**src/design/knn_pkg.sv**
```systemverilog
`timescale 1ns / 1ps
package knn_pkg;
  localparam int unsigned DistW = 35;
  localparam int unsigned FeatW = 16;
  localparam int unsigned ClassW = 3;

  typedef enum logic [1:0] {
    CmdStore    = 2'd0,
    CmdClassify = 2'd1,
    CmdClear    = 2'd2,
    CmdNone     = 2'd3
  } cmd_e;

  typedef enum logic [2:0] {
    StIdle,
    StScan,
    StDrain,
    StVote,
    StPick,
    StOut
  } state_e;

  localparam logic [0:0] RegK = 1'b0;
  localparam logic [0:0] RegCc = 1'b1;

  typedef struct packed {
    logic       start;
    logic       insert;
  } nb_ctl_t;
endpackage

```
**src/design/knn_dist.sv**
```systemverilog
`timescale 1ns / 1ps
module knn_dist (
  input  logic                                      clk_i,
  input  logic [4*knn_pkg::FeatW-1:0]               vec_i,
  input  logic [4*knn_pkg::FeatW-1:0]               query_i,
  input  logic [3:0]                                feat_en_i,
  output logic [knn_pkg::DistW-1:0]                 dist_o
);
  logic [3:0][32:0] sq_q;
  logic [3:0][16:0] mag;
  always_comb begin
    for (int f = 0; f < 4; f++) begin
      logic signed [16:0] d;
      d = 17'(signed'(vec_i[f*16 +: 16])) - 17'(signed'(query_i[f*16 +: 16]));
      mag[f] = d[16] ? 17'(-d) : 17'(d);
    end
  end
  always_ff @(posedge clk_i) begin
    for (int f = 0; f < 4; f++) begin
      sq_q[f] <= feat_en_i[f] ? 33'(34'(mag[f]) * 34'(mag[f])) : '0;
    end
  end
  assign dist_o = 35'(sq_q[0]) + 35'(sq_q[1]) + 35'(sq_q[2]) + 35'(sq_q[3]);
endmodule

```
**config.mk**
```make
export PLATFORM = sky130hd
export DESIGN_NAME = knn_dist
export DESIGN_NICKNAME = d
export VERILOG_FILES = /design/src/design/knn_pkg.sv /design/src/design/knn_dist.sv
export SDC_FILE = /design/constraint.sdc
export NUM_CORES = 2
export LEC_CHECK = 0
export ABC_AREA = 1
export BUFFER_PORTS_ARGS = -buffer_cell sky130_fd_sc_hd__buf_2
export CORE_MARGIN = 3
export CORE_UTILIZATION = 60
export DETAILED_ROUTE_END_ITERATION = 10
export GPL_TIMING_DRIVEN = 0
export PLACE_DENSITY = 0.8
export SETUP_SLACK_MARGIN = 0.02
export SKIP_CTS_REPAIR_TIMING = 1
export SYNTH_ARGS = -nofsm -noshare
export SYNTH_HDL_FRONTEND = slang
export SYNTH_SLANG_ARGS = --single-unit
export TNS_END_PERCENT = 20
```
**constraint.sdc**
```tcl
create_clock -name clk_i -period 8.7 [get_ports clk_i]
set_input_delay 1.305 -clock clk_i [delete_from_list [all_inputs] [get_ports clk_i]]
set_output_delay 1.305 -clock clk_i [all_outputs]
set_load 0.02 [all_outputs]
```
## After elaboration in Yosys (flattened, before gate mapping)

Cells that the tools add are included.

| word-level totals | value |
|---|---|
| output and inout port bits | 35 |
| flip-flop bits (word level) | 132 |
| word-level logic and storage cells | 23 |

| operators by class | value |
|---|---|
| muxes and demuxes | 4 |
| $add $sub $neg | 11 |
| $mul | 4 |

Operator list:

| kind | count |
|---|---|
| $mul 17x17->33 | 4 |
| $mux 17 | 4 |
| $neg 17->17 | 4 |
| $sub 16x16->17 | 4 |
| $add 34x33->35 | 1 |
| $add 35x33->35 | 1 |
| $add 33x33->34 | 1 |

## Depth between registers and ports, before layout

| logic depth | value |
|---|---|
| depth in word-level cells | 4 |
| depth in mapped cells | 44 |
| gate-level depth less buffers | 44 |

## Worst setup path before layout

OpenSTA, ideal clock, no wires.

| timing | value |
|---|---|
| path type | input-to-reg |
| start | in vec_i[0] (netlist name) |
| end | reg sq_q[32] (netlist name) |
| library setup time | 0.115 ns |
| stages | 37 |
| buffers on the path | 1 |
| data arrival time | 8.222 ns |
| slack | 0.363 ns |
| cell sequence | inv_1 > ha_1 > fa_1 > xnor2_1 > nor2_1 > nand3_1 > nor2_1 > nand3_1 > nor3_1 > or2_2 > or2_2 > nand2_1 > buf_4 > nor2_1 > fa_1 > inv_1 > fa_1 > fa_1 > inv_1 > fa_1 > fa_1 > inv_1 > fa_1 > inv_1 > ha_1 > nand2_1 > inv_1 > a21oi_1 > nand3_1 > a21oi_1 > inv_1 > a21oi_1 > o21bai_1 > a21oi_1 > nand3_1 > nand2_1 > nor2_1 |

| between the ends | value |
|---|---|
| word-level cells in the longest chain between the ends | 4 |

RTL lines:

| item | line | RTL |
|---|---|---|
| start, declared | knn_dist.sv:4 | `input logic [4*knn_pkg::FeatW-1:0] vec_i,` |
| $sub 16x16->17 * | knn_dist.sv:14 | `d = 17'(signed'(vec_i[f*16 +: 16])) - 17'(signed'(query_i[f*16 +: 16]));` |
| $neg 17->17 | knn_dist.sv:15 | `mag[f] = d[16] ? 17'(-d) : 17'(d);` |
| $mux 17 * | knn_dist.sv:15 |  |
| $mul 17x17->33 * | knn_dist.sv:20 | `sq_q[f] <= feat_en_i[f] ? 33'(34'(mag[f]) * 34'(mag[f])) : '0;` |
| end signal, assigned by index | knn_dist.sv:20 |  |
| end, declared | knn_dist.sv:9 | `logic [3:0][32:0] sq_q;` |

Every way passes the cells marked *; elsewhere a longest branch is shown, timed or not.
A chain may end at the register's enable or synchronous reset.

## Worst setup path after layout

| timing | value |
|---|---|
| start | in vec_i[32] (netlist name) |
| end | reg sq_q[95] (netlist name) |

The elaborated chain is that of the path after synthesis.

==> flow_summary.ini <==
[floorplanning]
core_area_um2 = 71730
dieArea_um2 = 76040
num_io_pins = 168
start_util = 0.6087
die_w_um = 275.8
die_h_um = 275.8
num_rows = 98

[grt]
grt_start_max_net_pins = 17
grtUsageMet1 = 0.4056
gr-total-overflow = 0
busiest_layer = met2
grtUsageMet2 = 0.4937
grt_pass1_vias = 36930
antenna_found_initial = 5
grt_use_total = 0.2950
grt_pass1_wl_um = 179500
gr-usage-met3 = 0.04172

[placement]
numPortBuffers = 166
hpwlAfterDp_um = 94960
dpl.cell_count = 6767
place_congestion = 0.9548

[synth]
async_reset_ff_frac = 0
syn_avg_cell_area_um2 = 7.797
synthDistinctLibCells = 54
yosys-top-cells-area = fa_1 38%, ha_1 15%, inv_1 13%
synth_flop_cell = dfxtp_1
ys_seq_area_frac = 0.05869
yosys_warnings = 0
synth_top_area_cell = fa_1
postSynthCellCount = 5600
synth_top_area_frac = 0.3819
ys_ff_latch = 128
syn_area_um2 = 43660
synth_edf_count = 0

[layout]
area_growth_pct = 13.09
largest_reg_flops = 128
regMostFlops = sq_q
stdcell_count = 6928
fin_nets = 7440
biggestRegsByFlops = sq_q: 128 flops
fillers = 5717
drive_above_1_share = 0.1302

[status]
outcome = finished clean

[timing]
worstMarginPinSlew_ps = 1075
holdWs_ps = 1184
hold_viol = 0
slew_violations = 0
relSlewSlack = 0.2757
grt_setup_unrepaired = yes
min_period_ps = 8517
post-route-period-util = 0.9790
final-setup-viol-count = 0
max_freq_ghz = 0.1174

[critical_path]
arrival_ps = 8830
crit_type = in2reg
cp-start-kind = input pin
critPathMaxFanout = 6
critPathCaptureType = register
crit_slowest_cell = fa_2
crit_required_ps = 9010
max_stage_delay_ps = 570

[route]
post-route-drc-count = 0
viasPerCell = 5.422
firstDrtPassIters = 8
routed_wl_um = 113500
vias = 37570
wl_per_cell_um = 16.39
drt-initial-drc-count = 2988
ant_nets = 0

[clocking]
root_buffer = clkbuf_16
cts_tree = yes
path_clk_slew_ps = 60
cts_num_sinks = 128
numCtsBuffers = 17
clock_path_buffers = 2
h-tree-depth = 4

[worst_hold_path]
hp-class = in2reg

[job]
cap_violations = 0
layer usage:
metal / part of all wire / vias to the layer above
met2: 0.48 / 1437
li1: - / 17520
met5: 0 / -
met1: 0.41 / 18320
met3: 0.079 / 290
met4: 0.031 / 0
Yosys cell counts (5+ instances only):
library cell     n
a21boi_0        11
a21o_1          23
a21oi_1        317
a31oi_1         20
buf_1            5
buf_2           25
buf_4           13
clkbuf_1        28
dfxtp_1        128
fa_1           833
ha_1           512
inv_1         1504
inv_2           35
nand2_1        883
nand2_2         20
nand3_1        186
nand3b_1        16
nand4_1         24
nor2_1         542
nor2_2          24
nor3_1          37
nor4_1           9
o211ai_1        13
o21a_1          30
o21ai_0        170
o21ai_1          8
o21ai_2          8
o21bai_1        20
o31ai_1          9
or2_2            5
xnor2_1         30
xor2_1          62
xor2_2           8
area by class of cell:
| class | count | area (um2) | share of cell area |
|---|---|---|---|
| diodes | 3 | 7.507 | 0.0001520 |
| plain buffers | 73 | 583.1 | 0.01181 |
| clock buffers | 17 | 425.4 | 0.008615 |
| clock inverters | 15 | 136.4 | 0.002762 |
| inverters | 1544 | 5864 | 0.1188 |
| multi-input cells | 3908 | 36780 | 0.7449 |
| flip-flops and latches | 128 | 2562 | 0.05190 |
| well taps | 950 | 1189 | 0.02407 |
| repair buffers | 289 | 1824 | 0.03695 |
| repair inverters | 1 | 5.005 | 0.0001014 |
cells in the final DEF (no fill, tap or decap), types with 18 or more instances in the layout:
master,count
inv_1,1479
nand2_1,831
fa_1,823
ha_1,486
nor2_1,470
a21oi_1,276
buf_2,172
nand3_1,165
o21ai_0,147
dfxtp_1,128
buf_4,124
nor2_2,71
conb_1,53
xor2_1,49
inv_2,44
nand2_2,43
a21oi_2,34
nand2_4,33
nor3_1,32
o21a_1,30
xnor2_1,28
o21ai_1,25
nor2_4,25
nand4_1,24
clkbuf_1,24
a21o_1,23
buf_6,21
nand3_2,21
o21bai_1,18
per-stage QoR:
stage / setup TNS [ps] / cell area, um2 / setup WS (ps) / utilization
2_1_floorplan: 0 / 43850 / 363.3 / -
3_3_place_gp: -33170 / 45870 / -1119 / 0.6395
3_5_place_dp: -40260 / 45870 / -1287 / 0.6395
4_1_cts: -13370 / 46430 / -843.8 / 0.6473
5_1_grt: -1313 / 49370 / -118.6 / 0.6883
6_report: 0 / 49380 / 183.0 / 0.6884
critical path: cells and delay by family:
kind / cells / cell delay [ps]
and+or+nand+nor: 10 / 1120
AOI/OAI and AO/OA: 8 / 1260
xor gates and xnor gates: 1 / 310
buffers and inverters: 10 / 1110
adders and majority gates: 9 / 3710
logic make-up (layout without fill, tap and decap cells):
kind of cell,count (synthesis),count (layout),share of synthesized area
compound gates,645,645,0.08308
other cells,2,56,0.0001720
fa+ha+maj,1345,1345,0.5287
xor+xnor,105,105,0.02356
simple gates,1758,1760,0.1646
flops,128,128,0.05869
buf+inv,1617,1939,0.1412
worst paths after layout:
kind / slack [ps] / to / from / depth (start not counted)
max: 180 / sq_q[95] / vec_i[32] / 38
min: 1180 / sq_q[109] / feat_en_i[3] / 3
Power is left out: the tool's default activity adds up to more than one toggle a clock period on the data nets, which glitch-free logic cannot reach.
