$ cat config.mk
export PLATFORM = sky130hd
export DESIGN_NAME = knn_nbr_list
export DESIGN_NICKNAME = d
export VERILOG_FILES = /design/src/design/knn_pkg.sv /design/src/design/knn_nbr_list.sv
export SDC_FILE = /design/constraint.sdc
export NUM_CORES = 2
export LEC_CHECK = 0
export BUFFER_PORTS_ARGS = -buffer_cell sky130_fd_sc_hd__buf_2
export CORE_MARGIN = 3
export CORE_UTILIZATION = 30
export CTS_BUF_LIST = sky130_fd_sc_hd__clkbuf_16
export DETAILED_ROUTE_END_ITERATION = 8
export PLACE_DENSITY = 0.55
export SYNTH_ARGS = -nofsm -noshare
export SYNTH_HDL_FRONTEND = slang
export SYNTH_SLANG_ARGS = --single-unit
$ cat constraint.sdc
create_clock -name clk_i -period 7.9 [get_ports clk_i]
set_input_delay 0 -clock clk_i [delete_from_list [all_inputs] [get_ports clk_i]]
set_output_delay 0 -clock clk_i [all_outputs]
set_load 0.1 [all_outputs]
$ cat src/design/knn_pkg.sv
`timescale 1ns / 1ps
package knn_pkg;
  localparam int unsigned DistW = 35;
  localparam int unsigned FeatW = 16;
  localparam int unsigned ClassW = 3;

  typedef enum logic [1:0] {
    CmdStore    = 2'd0,
    CmdClassify = 2'd1,
    CmdClear    = 2'd2,
    CmdNone     = 2'd3
  } cmd_e;

  typedef enum logic [2:0] {
    StIdle,
    StScan,
    StDrain,
    StVote,
    StPick,
    StOut
  } state_e;

  localparam logic [0:0] RegK = 1'b0;
  localparam logic [0:0] RegCc = 1'b1;

  typedef struct packed {
    logic       start;
    logic       insert;
  } nb_ctl_t;
endpackage

$ cat src/design/knn_nbr_list.sv
`timescale 1ns / 1ps
module knn_nbr_list #(
  parameter int unsigned MAX_K = 16,
  parameter int unsigned IDX_W = 8
) (
  input  logic                         clk_i,
  input  logic                         rst_ni,
  input  knn_pkg::nb_ctl_t             ctl_i,
  input  logic [$clog2(MAX_K+1)-1:0]   k_i,
  input  logic [knn_pkg::DistW-1:0]    dist_i,
  input  logic [IDX_W-1:0]             idx_i,
  input  logic [$clog2(MAX_K)-1:0]     rd_sel_i,
  output logic [IDX_W-1:0]             rd_idx_o,
  output logic [knn_pkg::DistW-1:0]    head_dist_o,
  output logic [IDX_W-1:0]             head_idx_o,
  output logic [$clog2(MAX_K+1)-1:0]   filled_o
);
  localparam int unsigned KW = $clog2(MAX_K+1);
  logic [MAX_K-1:0][knn_pkg::DistW-1:0] dist_q, dist_d;
  logic [MAX_K-1:0][IDX_W-1:0]          idx_q, idx_d;
  logic [KW-1:0]                        filled_q, filled_d;
  logic [MAX_K-1:0]                     less;

  always_comb begin
    dist_d = dist_q;
    idx_d = idx_q;
    filled_d = filled_q;
    for (int p = 0; p < MAX_K; p++) begin
      less[p] = (KW'(p) >= filled_q) || (dist_i < dist_q[p]);
    end
    if (ctl_i.start) begin
      filled_d = '0;
    end else if (ctl_i.insert) begin
      if (k_i != '0 && less[0]) begin
        dist_d[0] = dist_i;
        idx_d[0] = idx_i;
      end
      for (int p = 1; p < MAX_K; p++) begin
        if (KW'(p) < k_i && less[p]) begin
          if (!less[p-1]) begin
            dist_d[p] = dist_i;
            idx_d[p] = idx_i;
          end else begin
            dist_d[p] = dist_q[p-1];
            idx_d[p] = idx_q[p-1];
          end
        end
      end
      if (filled_q < k_i) filled_d = filled_q + KW'(1);
    end
  end

  always_ff @(posedge clk_i or negedge rst_ni) begin
    if (!rst_ni) begin
      filled_q <= '0;
    end else begin
      filled_q <= filled_d;
    end
  end
  always_ff @(posedge clk_i) begin
    dist_q <= dist_d;
    idx_q <= idx_d;
  end
  assign rd_idx_o = idx_q[rd_sel_i];
  assign head_dist_o = dist_q[0];
  assign head_idx_o = idx_q[0];
  assign filled_o = filled_q;
endmodule

=== Yosys cells after proc, flatten, opt, wreduce, memory -nomap -nowiden ===
Cells that the tools add are included.

* Add/subtract/negate cells: 1
* Order comparisons: 49
* Mux-type cells: 35
* Bitwise logic cells: 1
* Reductions and logical operators: 52

{| class="wikitable"
|+ Operator list
! cell !! number
|-
| less-than comparator 35 bit || 16
|-
| 2-to-1 mux 35 bit || 15
|-
| 2-to-1 mux 8 bit || 16
|-
| AND reduction 3 bit || 16
|-
| >= comparator 4 x 5 -> 1 bit, first input constant || 8
|-
| less-than comparator 4 x 5 -> 1 bit, first input constant || 8
|-
| binary-select mux 8 bit (select 4 bit) || 1
|-
| >= comparator 3 x 5 -> 1 bit, first input constant || 4
|-
| less-than comparator 3 x 5 -> 1 bit, first input constant || 4
|-
| logical AND 1 bit || 16
|-
| logical OR 1 bit || 16
|-
| 2-to-1 mux 5 bit || 3
|-
| >= comparator 1 x 5 -> 1 bit, first input constant || 2
|-
| >= comparator 2 x 5 -> 1 bit, first input constant || 2
|-
| less-than comparator 2 x 5 -> 1 bit, first input constant || 2
|-
| adder 5 x 1 -> 5 bit, second input constant || 1
|-
| less-than comparator 1 x 5 -> 1 bit, first input constant || 1
|-
| less-than comparator 4 x 5 -> 1 bit, second input constant || 1
|-
| less-than comparator 5 bit || 1
|-
| nonzero test 5 bit || 1
|-
| nonzero test 2 bit || 2
|-
| AND reduction 2 bit || 1
|-
| NOT 1 bit || 1
|}

* Flip-flop bits (word level): 693
* Bits of input ports: 56
* Output and inout port bits: 56
* Logic and storage cells: 171

=== Logic depth before layout (Yosys ltp) ===
* Depth after elaboration: 4
* Depth in mapped cells: 11
* Mapped depth without buffers: 8

=== Worst setup path before layout ===
OpenSTA, ideal clock, no wires.

* Path kind: register -> register
* Start: reg filled_q[1], in the netlist filled_o[1]
* End: reg dist_q[420] (netlist name) (enable)
* Data arrival time: 5.716 ns
* Slack: 1.674 ns
* Stages on the path, launching flop included: 11
* Buffers on the path: 2
* Path through: dfrtp_1 buf_2 inv_1 ha_1 o21ba_2 a21o_1 nand3_1 nor4_1 a211oi_2 buf_6 a21boi_0

* Cells in the longest elaborated chain, start to end: 4

{| class="wikitable"
|+ Ends and longest elaborated chain
! element !! RTL line !! RTL
|-
| from (decl) || knn_nbr_list.sv:21 || <nowiki>logic [KW-1:0] filled_q, filled_d;</nowiki>
|-
| from (signal assigned) || knn_nbr_list.sv:57 || <nowiki>filled_q <= filled_d;</nowiki>
|-
| >= comparator 4 x 5 -> 1 bit || knn_nbr_list.sv:29 || <nowiki>less[p] = (KW'(p) >= filled_q) || (dist_i < dist_q[p]);</nowiki>
|-
| logical OR 1 bit || knn_nbr_list.sv:29 ||
|-
| logical AND 1 bit || knn_nbr_list.sv:39 || <nowiki>if (KW'(p) < k_i && less[p]) begin</nowiki>
|-
| AND reduction 3 bit (no line) || -- ||
|-
| to (signal assigned) || knn_nbr_list.sv:61 || <nowiki>dist_q <= dist_d;</nowiki>
|-
| to (decl) || knn_nbr_list.sv:19 || <nowiki>logic [MAX_K-1:0][knn_pkg::DistW-1:0] dist_q, dist_d;</nowiki>
|}

No other way between the ends.
A chain may end at the register's enable or synchronous reset.

=== Final worst setup path ===
* Start: in dist_i[26] (netlist name)
* End: reg dist_q[475] (netlist name) (enable)

* Cells in the longest elaborated chain, start to end: 4

{| class="wikitable"
|+ Ends and longest elaborated chain
! element !! RTL line !! RTL
|-
| from (decl) || knn_nbr_list.sv:10 || <nowiki>input logic [knn_pkg::DistW-1:0] dist_i,</nowiki>
|-
| less-than comparator 35 bit || knn_nbr_list.sv:29 ||
|-
| logical OR 1 bit || knn_nbr_list.sv:29 ||
|-
| logical AND 1 bit || knn_nbr_list.sv:39 ||
|-
| AND reduction 3 bit (no line) || -- ||
|}

No other way between the ends.

==> impl_metrics.csv <==
group,metric,value,unit
outcome,run_status,"complete, no violations",
grt,grt_first_pass_wirelength,166,mm
floorplan,floorplan.rows,140,
clock_tree,clock_insertion_delay_worst_skew,0.65,ns
final_layout,area_growth_syn_to_layout,13.0,%
sta,timing.final.crit_share,0.551,
final_layout,layout.core_utilization,0.343,
place,dpl.hpwl,76.2,mm
floorplan,die_x,391,µm
detailed_routing,avgViaCountPerCell,4.84,
worst_hold_path,timing.hold.worst.start,"dist_i[10]",
power,total_power,9.30,mW
sta,timing.final.ws_setup,3.55,ns
setup_path,timing.setup.critical_path_class,"primary input to flop",
final_layout,drive_above_1_share,0.259,
power,cellLeakagePower,21.1,nW
final_layout,number_of_nets_in_the_layout,4360,
flow_run,maxCapViolCount,0,
clock_tree,tritoncts_num_sinks,693,
synth,synth-seq-area-share,0.468,
synth,number_of_enable_flip_flop_cells_after_synthesis,688,
synth,ys_top_cells_by_area,"edfxtp_1 (47%), ha_1 (16%), mux2_2 (15%)",
synth,synthDominantCellAreaShare,0.465,
place,place.port_buffers,111,
power,vdd_drop_max,0.127,mV
synth,mapped_area,44400,µm²
floorplan,io-pin-count,112,
setup_path,worstSetupEndpointType,"flop",
setup_path,r2r-start,"dist_q[481]",
synth,yosysTopAreaCell,"edfxtp_1",
clock_tree,worst_setup_hold_path_clk_slew,0.06,ns
clock_tree,ctsHtreeMaxLevel,3,
setup_path,maximum_net_fanout_on_the_critical_path,35,
worst_hold_path,holdPathEnd,"dist_q[535]",
sta,relSlewSlack,0.210,
floorplan,core_area,146000,µm²
detailed_routing,totalWireLength,106,mm
detailed_routing,drt-pass1-iter-count,6,
clock_tree,tritoncts,"done",
sta,final.min_clock_period,4.35,ns
detailed_routing,post_route_ant_nets,0,
synth,post_synth_inst_count,3606,
setup_path,r2r_end,"dist_q[475]",
synth,yosys_register_bits,693,
grt,grt_overflow,0,
grt,globalRouteTotalUtil,0.139,
setup_path,critical_path_s_largest_stage_delay,0.95,ns
setup_path,ff2ff_path_depth,9,
sta,skew,0.0328,ns
worst_hold_path,min_path_cells,2,
setup_path,worstPathCellList,"dlygate4sd3_1 > buf_2 > ha_1 > a21oi_1 > o21ai_0 > a221oi_1 > o22ai_1 > nor3_4 > and3_2 > buf_4",
setup_path,worstSetupPathDepth,10,
place,dpl_worst_slack,3.40,ns
setup_path,slowest_stage,"nor3_4",
setup_path,worstPathArrival,4.62,ns
synth,synth.distinct_cells,72,
grt,number_of_antenna_violations_at_the_first_check_in_global_routing,7,
sta,setup-tns-final,0,ns
clock_tree,root_buffer,"clkbuf_16",
worst_hold_path,hp-class,"primary input to flop",
floorplan,die_area,153000,µm²
detailed_routing,detailedRoute.firstIterationViolations,1429,
clock_tree,postCtsResizedCells,0,
clock_tree,clockBufferDepth,3,
sta,finalHoldViolCount,0,
grt,via_count_of_the_first_global_routing_pass,28800,
sta,hold_slack,0.0879,ns
sta,peak_freq,230,MHz
synth,async_flop_share,0.00722,
setup_path,worst-path-buf-inv,3,
synth,postSynthNetCount,4213,
detailed_routing,wl_per_cell,18.5,µm
synth,postSynthAreaPerCell,12.3,µm²
power,power_per_cell_area,185,nW/µm²
floorplan,floorplan.initialDensity,0.304,
place,gp_congestion,0.791,
clock_tree,numCtsBuffers,84,
setup_path,cp_data_required_time,8.17,ns
setup_path,crit_path_start,"dist_i[26]",
sta,timing_worst_slew_pin_value,1.17,ns
setup_path,worstSetupStartpointType,"primary input",
synth,post_synth_most_frequent_cells,"edfxtp_1 (688), mux2_2 (577), inv_1 (557), ha_1 (551), a21oi_1 (258)",
detailed_routing,vias,27800,
sta,rsz0062_at_grt,"false",
detailed_routing,post-route-drc-count,0,
synth,yosysWarningCount,0,
floorplan,die_height,391,µm
setup_path,path_delay_family,"simple AND/OR/NAND/NOR gates",
setup_path,r2r_setup_slk,3.70,ns
grt,largest_net_degree_at_the_start_of_global_routing,45,
synth,ys_dominant_reg_cell,"edfxtp_1",
sta,setup_viol,0,
synth,synth_most_common_cell,"edfxtp_1",
sta,final_number_of_max_transition_violations,0,
-- worst reg2reg max path, stage by stage (launching register included) --
cell	delay [ns]
edfxtp_1	0.39
inv_1	0.07
ha_1	0.23
a21oi_1	0.15
o21ai_0	0.11
a221oi_1	0.46
o22ai_1	0.28
nor3_4	0.95
and3_2	0.68
buf_4	0.49
-- per-stage QoR --
step,instances,area (µm²)
5_1_grt,5736,50200
3_3_place_gp,5537,47100
4_1_cts,5734,50200
3_5_place_dp,5537,47100
6_report,5736,50200
2_1_floorplan,3606,44400
-- cells in the final DEF (no fill, tap or decap), drive strengths merged, types with 8 or more instances in the layout --
cell type / instances
buf: 178
nor2: 57
nand2: 162
a211oi: 26
a221oi: 17
or2: 9
nand2b: 19
dlygate4sd3: 47
nor4: 17
mux4: 40
mux2: 645
inv: 582
o22ai: 8
nor3: 18
o21ai: 82
nand3: 60
a21oi: 258
a21boi: 11
nand4: 72
a21o: 36
edfxtp: 688
ha: 551
clkinv: 30
and4: 17
bufinv: 8
clkbuf: 86
-- layer usage --
| layer | up-vias | part of all wire | global-route usage |
|---|---|---|---|
| li1 | 13500 | - | - |
| met1 | 13700 | 0.45 | 0.180 |
| met2 | 431 | 0.49 | 0.241 |
| met3 | 139 | 0.036 | 0.0171 |
| met4 | 0 | 0.026 | 0.0444 |
| met5 | - | 0 | 0 |
-- kinds of logic after synthesis --
group / count (synthesis) / share of synthesized area
fa+ha+maj: 551 / 0.155
mux: 686 / 0.187
buf+inv: 721 / 0.0684
xor+xnor: 4 / 0.000789
flops: 693 / 0.468
simple gates: 465 / 0.0549
compound gates: 486 / 0.0653
-- repair_timing --
action                     4_1_cts  5_1_grt
setup endpoints to repair        0        0
hold endpoints to repair       192        0
buffers inserted                 0        0
hold buffers                    47        0
-- flip-flops by register name, indices dropped and copies added, names as in the netlist --
signal,cells
head_dist_o,35
filled_o,5
idx_q,120
dist_q,525
head_idx_o,8
-- layout make-up --
type	instances	area, µm²
clock buffers	86	2150
inverters	557	2090
multi-input cells	2192	20700
clock inverters	64	513
diodes	2	5.00
flip-flops and latches	693	20800
repair buffers	225	1530
well taps	1917	2400
fillers	14400	96100
-- power breakdown --
part | internal, mW | switching [mW] | total, mW | leakage (nW)
registers | 4.23 | 0.0767 | 4.31 | 6.46
clock network | 2.22 | 1.57 | 3.80 | 1.39
logic | 0.441 | 0.749 | 1.19 | 13.3
-- how the worst max path moves through the flow --
stage / endpoint / slack (ns)
global route: dist_q[476] / 3.37
finish: dist_q[475] / 3.55
detailed placement: dist_q[482] / 3.40
CTS: dist_q[476] / 3.49
global placement: dist_q[483] / 3.38
floorplan: dist_q[420] / 1.67
(Power assumes the default switching activity.)
